## src/mch_pkg.sv

```systemverilog
// ----------------------------------------------------------------------------
// mch_pkg
// Shared constants, angle table and controller/datapath interface types.
// ----------------------------------------------------------------------------
package mch_pkg;

    localparam int SCALE_FRAC_BITS = 14;
    localparam int CORDIC_STEPS    = 16;

    localparam int RAW_W    = 16;
    localparam int FIELD_W  = 20;
    localparam int HEAD_W   = 16;
    localparam int COUNT_W  = 12;
    localparam int SCALE_W  = 16;
    localparam int HALF_W   = 15;
    localparam int ROT_W    = 32;
    localparam int ANG_W    = 26;
    localparam int CNT_W    = 5;
    localparam int STEP_W   = (CORDIC_STEPS > 16) ? 5 : 4;
    localparam int QUO_W    = 16;
    localparam int NUM_W    = HALF_W + SCALE_FRAC_BITS;
    localparam int IN_W     = 3 * RAW_W;
    localparam int OUT_W    = ((3 * FIELD_W + HEAD_W + 7) / 8) * 8;

    localparam int signed DEG180_Q16 = 11796480;
    localparam int signed DEG360_Q16 = 23592960;
    localparam int        HEADING_FULL = 46080;
    localparam int        CNT_RESET    = 500;
    // floor(x/3) = (x * 43691) >> 17 for x below 2^17
    localparam int        RECIP3       = 43691;
    localparam int        RECIP3_SH    = 17;

    typedef enum logic [1:0] {
        REG_RANGE  = 2'd0,
        REG_MODE   = 2'd1,
        REG_COUNT  = 2'd2
    } cfg_reg_t;

    typedef struct packed {
        logic              load_in;
        logic              mul_en;
        logic [1:0]        mul_axis;
        logic              sat_en;
        logic [1:0]        sat_axis;
        logic              rot_init;
        logic              rot_step;
        logic [STEP_W-1:0] step;
        logic              track;
        logic              half_calc;
        logic              avg_take;
        logic              div_init;
        logic              div_step;
        logic              div_store;
        logic [1:0]        div_axis;
        logic              out_load;
    } mch_cmd_t;

    typedef struct packed {
        logic in_good;
        logic calib_due;
        logic out_free;
    } mch_sts_t;

    // atan(2^-i) in degrees, 16 fraction bits
    function automatic logic [21:0] atan_deg(input logic [STEP_W-1:0] i);
        logic [21:0] v;
        begin
            unique case (5'(i))
                5'd0:    v = 22'd2949120;
                5'd1:    v = 22'd1740967;
                5'd2:    v = 22'd919879;
                5'd3:    v = 22'd466945;
                5'd4:    v = 22'd234379;
                5'd5:    v = 22'd117304;
                5'd6:    v = 22'd58666;
                5'd7:    v = 22'd29335;
                5'd8:    v = 22'd14668;
                5'd9:    v = 22'd7334;
                5'd10:   v = 22'd3667;
                5'd11:   v = 22'd1833;
                5'd12:   v = 22'd917;
                5'd13:   v = 22'd458;
                5'd14:   v = 22'd229;
                5'd15:   v = 22'd115;
                5'd16:   v = 22'd57;
                5'd17:   v = 22'd29;
                5'd18:   v = 22'd14;
                5'd19:   v = 22'd7;
                5'd20:   v = 22'd4;
                5'd21:   v = 22'd2;
                5'd22:   v = 22'd1;
                default: v = 22'd0;
            endcase
            return v;
        end
    endfunction

endpackage

```

## src/mch_ctrl.sv

```systemverilog
// ----------------------------------------------------------------------------
// mch_ctrl
// Sequencer: correction, CORDIC rotation, calibration load and output hand-off.
// ----------------------------------------------------------------------------
module mch_ctrl (
    input  logic             clk,
    input  logic             rst_n,
    input  logic             s_tvalid,
    output logic             s_tready,
    input  mch_pkg::mch_sts_t sts,
    output mch_pkg::mch_cmd_t cmd
);
    import mch_pkg::*;

    typedef enum logic [7:0] {
        S_IDLE  = 8'b0000_0001,
        S_CORR  = 8'b0000_0010,
        S_ROT   = 8'b0000_0100,
        S_TRACK = 8'b0000_1000,
        S_HALF  = 8'b0001_0000,
        S_AVG   = 8'b0010_0000,
        S_DIV   = 8'b0100_0000,
        S_FIN   = 8'b1000_0000
    } state_t;

    state_t           state_reg, state_next;
    logic [CNT_W-1:0] cnt_reg, cnt_next;
    logic [1:0]       axis_reg, axis_next;

    always_comb
    begin
        state_next = state_reg;
        cnt_next   = cnt_reg;
        axis_next  = axis_reg;
        cmd        = '0;
        s_tready   = 1'b0;
        cmd.mul_axis = cnt_reg[1:0];
        cmd.sat_axis = cnt_reg[1:0] - 2'd1;
        cmd.step     = cnt_reg[STEP_W-1:0];
        cmd.div_axis = axis_reg;
        unique case (state_reg)
            S_IDLE:
            begin
                s_tready = 1'b1;
                if (s_tvalid)
                begin
                    cmd.load_in = 1'b1;
                    cnt_next    = '0;
                    state_next  = sts.in_good ? S_CORR : S_FIN;
                end
            end
            S_CORR:
            begin
                // multiply axis n while saturating axis n-1
                cmd.mul_en = (cnt_reg != CNT_W'(3));
                cmd.sat_en = (cnt_reg != '0);
                if (cnt_reg == CNT_W'(3))
                begin
                    cmd.rot_init = 1'b1;
                    cnt_next     = '0;
                    state_next   = S_ROT;
                end
                else
                begin
                    cnt_next = cnt_reg + CNT_W'(1);
                end
            end
            S_ROT:
            begin
                cmd.rot_step = 1'b1;
                if (cnt_reg == CNT_W'(CORDIC_STEPS - 1))
                begin
                    cnt_next   = '0;
                    state_next = S_TRACK;
                end
                else
                begin
                    cnt_next = cnt_reg + CNT_W'(1);
                end
            end
            S_TRACK:
            begin
                cmd.track  = 1'b1;
                state_next = sts.calib_due ? S_HALF : S_FIN;
            end
            S_HALF:
            begin
                cmd.half_calc = 1'b1;
                state_next    = S_AVG;
            end
            S_AVG:
            begin
                cmd.avg_take = 1'b1;
                cnt_next     = '0;
                axis_next    = 2'd0;
                state_next   = S_DIV;
            end
            S_DIV:
            begin
                cmd.div_init  = (cnt_reg == '0);
                cmd.div_step  = (cnt_reg != '0);
                cmd.div_store = (cnt_reg == CNT_W'(QUO_W));
                if (cnt_reg == CNT_W'(QUO_W))
                begin
                    cnt_next = '0;
                    if (axis_reg == 2'd2)
                        state_next = S_FIN;
                    else
                        axis_next = axis_reg + 2'd1;
                end
                else
                begin
                    cnt_next = cnt_reg + CNT_W'(1);
                end
            end
            S_FIN:
            begin
                if (sts.out_free)
                begin
                    cmd.out_load = 1'b1;
                    state_next   = S_IDLE;
                end
            end
            default:
            begin
                state_next = S_IDLE;
            end
        endcase
    end

    always_ff @(posedge clk or negedge rst_n)
    begin
        if (!rst_n)
        begin
            state_reg <= S_IDLE;
            cnt_reg   <= '0;
            axis_reg  <= 2'd0;
        end
        else
        begin
            state_reg <= state_next;
            cnt_reg   <= cnt_next;
            axis_reg  <= axis_next;
        end
    end

`ifndef NO_ASSERTIONS
    a_good_starts_corr: assert property (@(posedge clk) disable iff (!rst_n)
        (state_reg == S_IDLE && s_tvalid && sts.in_good) |=> (state_reg == S_CORR))
        else $error("good word did not start correction");
    a_bad_skips: assert property (@(posedge clk) disable iff (!rst_n)
        (state_reg == S_IDLE && s_tvalid && !sts.in_good) |=> (state_reg == S_FIN))
        else $error("bad word entered datapath");
    a_rot_bound: assert property (@(posedge clk) disable iff (!rst_n)
        (state_reg == S_ROT) |-> (cnt_reg < CNT_W'(CORDIC_STEPS)))
        else $error("rotation count overrun");
    a_div_axis: assert property (@(posedge clk) disable iff (!rst_n)
        (state_reg == S_DIV) |-> (axis_reg != 2'd3 && cnt_reg <= CNT_W'(QUO_W)))
        else $error("divider sequencing out of range");
`endif

endmodule

```

## src/mch_datapath.sv

```systemverilog
// ----------------------------------------------------------------------------
// mch_datapath
// Offset/scale correction, CORDIC heading, min/max tracking, scale divider.
// ----------------------------------------------------------------------------
module mch_datapath (
    input  logic                          clk,
    input  logic                          rst_n,
    input  logic [mch_pkg::IN_W-1:0]      s_tdata,
    input  logic [1:0]                    s_tuser,
    output logic                          m_tvalid,
    input  logic                          m_tready,
    output logic [mch_pkg::OUT_W-1:0]     m_tdata,
    output logic [1:0]                    m_tuser,
    input  logic                          cfg_valid,
    input  logic [1:0]                    cfg_index,
    input  logic [mch_pkg::COUNT_W-1:0]   cfg_data,
    input  mch_pkg::mch_cmd_t             cmd,
    output mch_pkg::mch_sts_t             sts
);
    import mch_pkg::*;

    // configuration
    logic               range_reg;
    logic               mode_reg;
    logic [COUNT_W-1:0] count_reg;
    logic [COUNT_W-1:0] seen_reg;

    logic signed [RAW_W-1:0]   raw_reg    [3];
    logic signed [RAW_W-1:0]   offset_reg [3];
    logic        [SCALE_W-1:0] scale_reg  [3];
    logic signed [RAW_W-1:0]   min_reg    [3];
    logic signed [RAW_W-1:0]   max_reg    [3];
    logic        [HALF_W-1:0]  half_reg   [3];
    logic signed [FIELD_W-1:0] field_reg  [3];
    logic                      good_reg;
    logic                      done_reg;

    logic signed [2*RAW_W+1:0] prod_reg;
    logic signed [ROT_W-1:0]   x_reg, y_reg;
    logic signed [ANG_W-1:0]   z_reg;

    logic [RAW_W:0]            hsum_reg;
    logic [HALF_W-1:0]         avg_reg;
    logic [QUO_W-1:0]          rem_reg;
    logic [QUO_W-1:0]          num_reg;
    logic [QUO_W-1:0]          quo_reg;
    logic                      dsat_reg;

    logic                      m_tvalid_reg;
    logic [OUT_W-1:0]          m_tdata_reg;
    logic [1:0]                m_tuser_reg;

    // correction
    logic signed [RAW_W:0]     diff;
    logic signed [2*RAW_W+1:0] prod;
    logic signed [2*RAW_W+2:0] rnd;
    logic signed [2*RAW_W+2:0] shr;
    logic signed [FIELD_W-1:0] sat_val;

    always_comb
    begin
        diff = (RAW_W+1)'(raw_reg[cmd.mul_axis]) - (RAW_W+1)'(offset_reg[cmd.mul_axis]);
        prod = (2*RAW_W+2)'(diff * $signed({1'b0, scale_reg[cmd.mul_axis]}));
        if (range_reg)
        begin
            rnd = (2*RAW_W+3)'(prod_reg) + (2*RAW_W+3)'(1 << (SCALE_FRAC_BITS - 1));
            shr = rnd >>> SCALE_FRAC_BITS;
        end
        else
        begin
            rnd = (2*RAW_W+3)'(prod_reg) + (2*RAW_W+3)'(1 << (SCALE_FRAC_BITS + 1));
            shr = rnd >>> (SCALE_FRAC_BITS + 2);
        end
        if (shr > (2*RAW_W+3)'((1 << (FIELD_W - 1)) - 1))
            sat_val = FIELD_W'((1 << (FIELD_W - 1)) - 1);
        else if (shr < -(2*RAW_W+3)'(1 << (FIELD_W - 1)))
            sat_val = FIELD_W'(1 << (FIELD_W - 1));
        else
            sat_val = shr[FIELD_W-1:0];
    end

    // CORDIC vectoring step
    logic signed [ROT_W-1:0] xi, yi, dx, dy;
    logic signed [ANG_W-1:0] ang;

    always_comb
    begin
        xi  = ROT_W'(field_reg[0]) <<< 8;
        yi  = ROT_W'(field_reg[1]) <<< 8;
        dx  = y_reg >>> cmd.step;
        dy  = x_reg >>> cmd.step;
        ang = ANG_W'(atan_deg(cmd.step));
    end

    // calibration tracking
    logic [COUNT_W-1:0] seen_plus;
    logic               due;

    always_comb
    begin
        seen_plus = seen_reg + COUNT_W'(1);
        due       = mode_reg && (seen_plus == '0 || seen_plus >= count_reg);
    end

    // divider
    logic [NUM_W-1:0]   num_full;
    logic [HALF_W-1:0]  dhalf;
    logic [QUO_W-1:0]   trial;
    logic               qbit;
    logic [QUO_W-1:0]   quo_next;
    logic [RAW_W*2+2:0] avg_prod;

    always_comb
    begin
        dhalf    = half_reg[cmd.div_axis];
        num_full = {avg_reg, SCALE_FRAC_BITS'(0)};
        trial    = {rem_reg[QUO_W-2:0], num_reg[QUO_W-1]};
        qbit     = (trial >= QUO_W'(dhalf));
        quo_next = {quo_reg[QUO_W-2:0], qbit};
        avg_prod = (RAW_W*2+3)'(hsum_reg) * (RAW_W*2+3)'(RECIP3);
    end

    // heading finish
    logic signed [ANG_W-1:0] zw;
    logic [ANG_W-1:0]        zr;
    logic [ANG_W-10:0]       hraw;
    logic [HEAD_W-1:0]       heading;

    always_comb
    begin
        zw   = (z_reg < 0) ? z_reg + ANG_W'(DEG360_Q16) : z_reg;
        zr   = ANG_W'(zw) + ANG_W'(256);
        hraw = zr[ANG_W-1:9];
        if ((field_reg[0] == '0 && field_reg[1] == '0) ||
            hraw >= (ANG_W-9)'(HEADING_FULL))
            heading = '0;
        else
            heading = hraw[HEAD_W-1:0];
    end

    always_comb
    begin
        sts.in_good   = s_tuser[0] && !s_tuser[1];
        sts.calib_due = due;
        sts.out_free  = !m_tvalid_reg || m_tready;
    end

    // control-like state
    always_ff @(posedge clk or negedge rst_n)
    begin
        if (!rst_n)
        begin
            range_reg    <= 1'b0;
            mode_reg     <= 1'b0;
            count_reg    <= COUNT_W'(CNT_RESET);
            seen_reg     <= '0;
            done_reg     <= 1'b0;
            good_reg     <= 1'b0;
            m_tvalid_reg <= 1'b0;
            for (int a = 0; a < 3; a++)
            begin
                offset_reg[a] <= '0;
                scale_reg[a]  <= SCALE_W'(1 << SCALE_FRAC_BITS);
            end
        end
        else
        begin
            if (cfg_valid)
            begin
                unique case (cfg_index)
                    REG_RANGE: range_reg <= cfg_data[0];
                    REG_MODE:
                    begin
                        mode_reg <= cfg_data[0];
                        seen_reg <= '0;
                    end
                    REG_COUNT: count_reg <= cfg_data;
                    default:   ;
                endcase
            end
            if (cmd.load_in)
            begin
                good_reg <= sts.in_good;
                done_reg <= 1'b0;
            end
            if (cmd.track && mode_reg)
            begin
                seen_reg <= due ? '0 : seen_plus;
                done_reg <= due;
            end
            if (cmd.half_calc)
            begin
                for (int a = 0; a < 3; a++)
                    offset_reg[a] <= RAW_W'(((RAW_W+1)'(min_reg[a]) +
                                             (RAW_W+1)'(max_reg[a])) >>> 1);
            end
            if (cmd.div_store)
                scale_reg[cmd.div_axis] <= dsat_reg ? '1 : quo_next;
            if (cmd.out_load)
                m_tvalid_reg <= 1'b1;
            else if (m_tready)
                m_tvalid_reg <= 1'b0;
        end
    end

    // payload
    always_ff @(posedge clk)
    begin
        if (cmd.load_in)
        begin
            raw_reg[0] <= s_tdata[RAW_W-1:0];
            raw_reg[1] <= s_tdata[2*RAW_W-1:RAW_W];
            raw_reg[2] <= s_tdata[3*RAW_W-1:2*RAW_W];
        end
        if (cmd.mul_en)
            prod_reg <= prod;
        if (cmd.sat_en)
            field_reg[cmd.sat_axis] <= sat_val;
        if (cmd.rot_init)
        begin
            if (xi < 0)
            begin
                x_reg <= -xi;
                y_reg <= -yi;
                z_reg <= ANG_W'(DEG180_Q16);
            end
            else
            begin
                x_reg <= xi;
                y_reg <= yi;
                z_reg <= '0;
            end
        end
        if (cmd.rot_step)
        begin
            if (y_reg >= 0)
            begin
                x_reg <= x_reg + dx;
                y_reg <= y_reg - dy;
                z_reg <= z_reg + ang;
            end
            else
            begin
                x_reg <= x_reg - dx;
                y_reg <= y_reg + dy;
                z_reg <= z_reg - ang;
            end
        end
        if (cmd.track && mode_reg)
        begin
            for (int a = 0; a < 3; a++)
            begin
                if (seen_reg == '0 || raw_reg[a] < min_reg[a])
                    min_reg[a] <= raw_reg[a];
                if (seen_reg == '0 || raw_reg[a] > max_reg[a])
                    max_reg[a] <= raw_reg[a];
            end
        end
        if (cmd.half_calc)
        begin
            for (int a = 0; a < 3; a++)
                half_reg[a] <= HALF_W'(((RAW_W+1)'(max_reg[a]) - (RAW_W+1)'(min_reg[a])) >> 1);
            hsum_reg <= (RAW_W+1)'(((RAW_W+1)'(max_reg[0]) - (RAW_W+1)'(min_reg[0])) >> 1) +
                        (RAW_W+1)'(((RAW_W+1)'(max_reg[1]) - (RAW_W+1)'(min_reg[1])) >> 1) +
                        (RAW_W+1)'(((RAW_W+1)'(max_reg[2]) - (RAW_W+1)'(min_reg[2])) >> 1);
        end
        if (cmd.avg_take)
            avg_reg <= HALF_W'(avg_prod >> RECIP3_SH);
        if (cmd.div_init)
        begin
            // quotient overflows 16 bits (or half-range is zero): saturate
            dsat_reg <= ((HALF_W+QUO_W)'(num_full) >=
                         ((HALF_W+QUO_W)'(dhalf) << QUO_W));
            rem_reg  <= QUO_W'(num_full >> QUO_W);
            num_reg  <= num_full[QUO_W-1:0];
            quo_reg  <= '0;
        end
        if (cmd.div_step)
        begin
            rem_reg <= qbit ? trial - QUO_W'(dhalf) : trial;
            num_reg <= {num_reg[QUO_W-2:0], 1'b0};
            quo_reg <= quo_next;
        end
        if (cmd.out_load)
        begin
            if (good_reg)
            begin
                m_tdata_reg <= OUT_W'({heading, field_reg[2], field_reg[1], field_reg[0]});
                m_tuser_reg <= {done_reg, 1'b1};
            end
            else
            begin
                m_tdata_reg <= '0;
                m_tuser_reg <= 2'b00;
            end
        end
    end

    assign m_tvalid = m_tvalid_reg;
    assign m_tdata  = m_tdata_reg;
    assign m_tuser  = m_tuser_reg;

`ifndef NO_ASSERTIONS
    a_hold_out: assert property (@(posedge clk) disable iff (!rst_n)
        (cmd.out_load) |-> (!m_tvalid_reg || m_tready))
        else $error("result word overwritten before it was taken");
    a_seen_bound: assert property (@(posedge clk) disable iff (!rst_n)
        (cmd.track && mode_reg && due) |=> (seen_reg == '0 && done_reg))
        else $error("calibration run did not close");
    a_cordic_y: assert property (@(posedge clk) disable iff (!rst_n)
        cmd.rot_init |=> (x_reg >= 0))
        else $error("rotation started in left half-plane");
`endif

endmodule

```

## src/magnetometer_calibrate_heading_core.sv

```systemverilog
// A good word passes through the three shared correction multiplies and the
// 16-step CORDIC loop before its result is loaded for output.
// A word that completes a calibration run also runs the three
// 16-bit restoring divisions; a not-ready or overrun word goes straight to output.
// One word in flight; the next is accepted while a result waits on the output.
// rst_n clears config to defaults, offsets to 0 and scales to 1.0.
// ----------------------------------------------------------------------------
// magnetometer_calibrate_heading_core
// Magnetometer correction, heading and min/max calibration, top level.
// ----------------------------------------------------------------------------
module magnetometer_calibrate_heading_core (
    input  logic                        clk,
    input  logic                        rst_n,
    input  logic                        s_tvalid,
    output logic                        s_tready,
    input  logic [mch_pkg::IN_W-1:0]    s_tdata,   // raw_x, raw_y, raw_z
    input  logic [1:0]                  s_tuser,   // data_ready, data_overrun
    output logic                        m_tvalid,
    input  logic                        m_tready,
    output logic [mch_pkg::OUT_W-1:0]   m_tdata,   // field_x, field_y, field_z, heading_deg
    output logic [1:0]                  m_tuser,   // sample_valid, calib_done
    input  logic                        cfg_valid,
    output logic                        cfg_ready,
    input  logic [1:0]                  cfg_index,
    input  logic [mch_pkg::COUNT_W-1:0] cfg_data
);
    import mch_pkg::*;

    mch_cmd_t cmd;
    mch_sts_t sts;

    assign cfg_ready = 1'b1;

    mch_ctrl u_ctrl (
        .clk      (clk),
        .rst_n    (rst_n),
        .s_tvalid (s_tvalid),
        .s_tready (s_tready),
        .sts      (sts),
        .cmd      (cmd)
    );

    mch_datapath u_dp (
        .clk       (clk),
        .rst_n     (rst_n),
        .s_tdata   (s_tdata),
        .s_tuser   (s_tuser),
        .m_tvalid  (m_tvalid),
        .m_tready  (m_tready),
        .m_tdata   (m_tdata),
        .m_tuser   (m_tuser),
        .cfg_valid (cfg_valid),
        .cfg_index (cfg_index),
        .cfg_data  (cfg_data),
        .cmd       (cmd),
        .sts       (sts)
    );

endmodule

```

## config.mk

```make
export PLATFORM = sky130hd
export DESIGN_NAME = magnetometer_calibrate_heading_core
export DESIGN_NICKNAME = d
export VERILOG_FILES = /design/src/mch_pkg.sv /design/src/mch_ctrl.sv /design/src/mch_datapath.sv /design/src/magnetometer_calibrate_heading_core.sv
export SDC_FILE = /design/constraint.sdc
export NUM_CORES = 2
export LEC_CHECK = 0
export BUFFER_PORTS_ARGS = -buffer_cell sky130_fd_sc_hd__buf_2
export CAP_MARGIN = 0
export CELL_PAD_IN_SITES_DETAIL_PLACEMENT = 1
export CELL_PAD_IN_SITES_GLOBAL_PLACEMENT = 1
export CORE_MARGIN = 10
export CORE_UTILIZATION = 46
export DETAILED_ROUTE_END_ITERATION = 8
export GPL_TIMING_DRIVEN = 0
export PLACE_DENSITY = 0.78
export SYNTH_ARGS = -nofsm -noshare
export SYNTH_HDL_FRONTEND = slang
export SYNTH_SLANG_ARGS = --single-unit
```

## constraint.sdc

```tcl
create_clock -name clk -period 12.3 [get_ports clk]
set_input_delay 0.615 -clock clk [delete_from_list [all_inputs] [get_ports clk]]
set_output_delay 0.615 -clock clk [all_outputs]
set_load 0.02 [all_outputs]
```

==> metrics <==
outcome=complete, no violations; Synth Flop Type=edfxtp_1; register area share after synthesis=0.317; Combinational Power Share=0.421; gr ovfl total=0; internal power=between 5 and 6 mW; Fin. Hold Viols=0; Cell Area, Synth=slightly below 60000 um^2; fin crit share=0.950; antenna violations before repair=6; layout cell share with drive strength beyond 1=0.0885; Setup Skew=~0.041 ns; R2R Path Start=u_ctrl.cnt_reg[1]$_DFFE_PN0P_; Clock Pin Slew Worst Setup and Hold Paths=approximately 0.06 ns; FF/Latch Area=~19000 um^2; vias in the first global route=roughly 50000; final setup fails=0; Final Slew Violations=0; clock buffer depth=3; min cycle time layout=between 10 and 15 ns; DRT Pass-1 Iters=5; WL/cell=approximately 24 um; via-per-instance ratio=~5.8; CTS Buf Count=78; area growth from synthesis to layout=10.5%; largest net degree at the start of global routing=87; Port Buf Inserts=148; post-synthesis sequential element count=about 640; Max VDD drop=about 0.15 mV; Seq pwr share=0.300; worst path buffer plus inverter count=14; IO Pins=approximately 150; area of the multi-input gates=about 37000 um^2; most area-consuming cells after synthesis=edfxtp_1, fa_1, ha_1; worst path required time=between 10 and 15 ns; Post-Layout Cell Count=7956; fmax=roughly 86 MHz; CTS tree=yes; Die ar.=142000 um^2; library cells used by synthesis=between 80 and 90; clk root buf=clkbuf_16; max reg flops=between 70 and 80; Post-synth ARST share=0.218; Largest delay share family, worst path=adder cells; clock sink total=~640; Clock power frac=0.279; unrepaired setup endpoints after global routing=false; Worst Path Max Fanout=19; sw power=approximately 3.6 mW; PD cells=136 nW/um^2; DRT iter0 DRCs=~2900; fin area=about 65000 um^2; DP HPWL=~150000 um; Hold Path Cell Cnt=1; first-pass GRT wire length=around 290000 um; CP startpoint kind=flip-flop; Worst R2R Path Depth=between 40 and 50; Worst Min Path Start=s_tdata[10]; R2R Setup Slk=just over 0.6 ns; Worst path max stage delay=around 0.65 ns; Synth top area share=0.257; Remaining DRCs=0; LEAKAGE=about 28 nW; GP Congestion=0.960; post-layout util=0.511; Min-Delay Endpoint=u_dp.raw_reg[0][10]$_DFFE_PP_; total wire length=about 190000 um; die width=roughly 380 um; cell count after placement=7806; Core Area=approximately 130000 um^2; ANT nets after route=0; Syn. warnings=0; Synth Area per Inst=about 10 um^2; chip height=roughly 380 um; reg2reg end=u_dp.prod_reg[33]$_DFFE_PP_; Slew @ Worst Pin=~1.4 ns; number of fillers in the final layout=14300; fin nets=slightly above 7000; Rows=about 130; Worst slew margin=0.0894; synthesized instance count=approximately 6000; Cell Area, Placed=roughly 62000 um^2; GRT Total Usage=0.264; CP Capture Type=flip-flop; # Max-Cap Violations=0; Crit-path slowest cell=fa_2; cell taking the most area after synthesis=edfxtp_1; Initial Util=0.462; setup_tns=0 ns; Top cell by count, worst path=fa_1; worst hold path class=in2reg; Post-synth EDFFs=roughly 500; H-tree depth=3; via count=between 40000 and 50000; worst skew pair latency=approximately 0.70 ns; worst hold slack=roughly 0.095 ns; arrival time worst endpoint=roughly 12 ns; Setup CP Type=reg2reg; switching share of power=0.405
[layout by cell type, fill, tap and decap left out, types with 128 or more instances in the layout]
cell type / netlist / layout
a21oi_1: 306 / 295
buf_2: 19 / 164
clkbuf_1: 164 / 166
dfrtp_1: 130 / 128
edfxtp_1: 503 / 503
fa_1: 387 / 386
ha_1: 578 / 578
inv_1: 700 / 699
nand2_1: 567 / 567
nor2_1: 504 / 501
o21ai_0: 334 / 333
xnor2_1: 293 / 284
xor2_1: 135 / 130
[power by group through the flow]
stage / registers (mW) / clock network, mW / logic, mW
CTS: 2.64 / 2.50 / 3.53
global route: 2.66 / 2.58 / 4.00
finish: 2.65 / 2.46 / 3.71
global placement: 2.70 / 0 / 3.35
floorplan: 2.69 / 0 / 2.30
detailed placement: 2.69 / 0 / 3.47
[cells in the mapped netlist (18+ instances only)]
cell,n
and3_1,54
a31oi_1,34
a211oi_1,27
nand3b_1,18
nor2b_1,67
fa_1,387
mux4_2,72
o31ai_1,29
or3_1,19
or2_2,20
nand3_1,76
and2_1,94
ha_1,578
o41ai_1,19
a21oi_1,306
nand2b_1,65
nor3_1,84
nand2_1,567
o21ai_0,334
clkbuf_1,164
buf_2,19
a21o_1,102
mux2_2,38
o21a_1,48
o211ai_1,27
nor2_1,504
xnor2_1,293
mux2i_1,101
o21bai_1,39
edfxtp_1,503
dfrtp_1,130
inv_1,700
nand4_1,47
buf_1,30
xor2_1,135
[worst max-delay path by stage]
stage          depth (start not counted)                           from                          end
4_1_cts                               45  u_ctrl.cnt_reg[0]$_DFFE_PN0P_  u_dp.prod_reg[33]$_DFFE_PP_
6_report                              46  u_ctrl.cnt_reg[1]$_DFFE_PN0P_  u_dp.prod_reg[33]$_DFFE_PP_
3_3_place_gp                          43  u_ctrl.cnt_reg[0]$_DFFE_PN0P_  u_dp.prod_reg[33]$_DFFE_PP_
3_5_place_dp                          45  u_ctrl.cnt_reg[0]$_DFFE_PN0P_  u_dp.prod_reg[33]$_DFFE_PP_
2_1_floorplan                         45  u_ctrl.cnt_reg[0]$_DFFE_PN0P_  u_dp.prod_reg[33]$_DFFE_PP_
5_1_grt                               41  u_ctrl.cnt_reg[0]$_DFFE_PN0P_  u_dp.prod_reg[33]$_DFFE_PP_
[routing by layer]
metal / global-route usage / vias to the layer above / wire length, um
li1: - / 21000 / -
met3: 0.0367 / 392 / 10200
met5: 0 / - / 26
met4: 0.121 / 4 / 9620
met2: 0.451 / 1306 / 91700
met1: 0.330 / 23600 / 78600
[through the flow]
step	total power [mW]	setup slack (ns)
global route	9.24	0.0200
global placement	6.05	-3.25
finish	8.82	0.616
detailed placement	6.16	-3.66
CTS	8.68	0.0116
floorplan	4.99	0.676
[logic make-up after synthesis]
kind of cell / synth area share
DFF: 0.317
buffers and inverters: 0.0617
AOI/OAI and AO/OA: 0.115
adders and majority gates: 0.256
xor gates and xnor gates: 0.0638
other: 0.000128
muxes: 0.0536
and+or+nand+nor: 0.133
[repair_timing]
| action | CTS | global route |
|---|---|---|
| resized for setup | 46 | 46 |
| hold endpoints to repair | 51 | 0 |
| endpoints found under the setup margin | 21 | 11 |
| hold buffers | 1 | 0 |
| setup buffers | 2 | 7 |
| pin swaps | 1 | 2 |
[area by class of cell]
| class | instances | share of cell area |
|---|---|---|
| multi-input combinational | 4409 | 0.567 |
| sequential | 643 | 0.287 |
| inverter | 704 | 0.0407 |
| clock buffer | 97 | 0.0321 |
| tap | 1662 | 0.0320 |
| buffer | 223 | 0.0160 |
| timing repair buffer | 168 | 0.0159 |
| clock inverter | 48 | 0.00921 |
| antenna | 2 | 0.0000771 |
(Power assumes the default switching activity.)
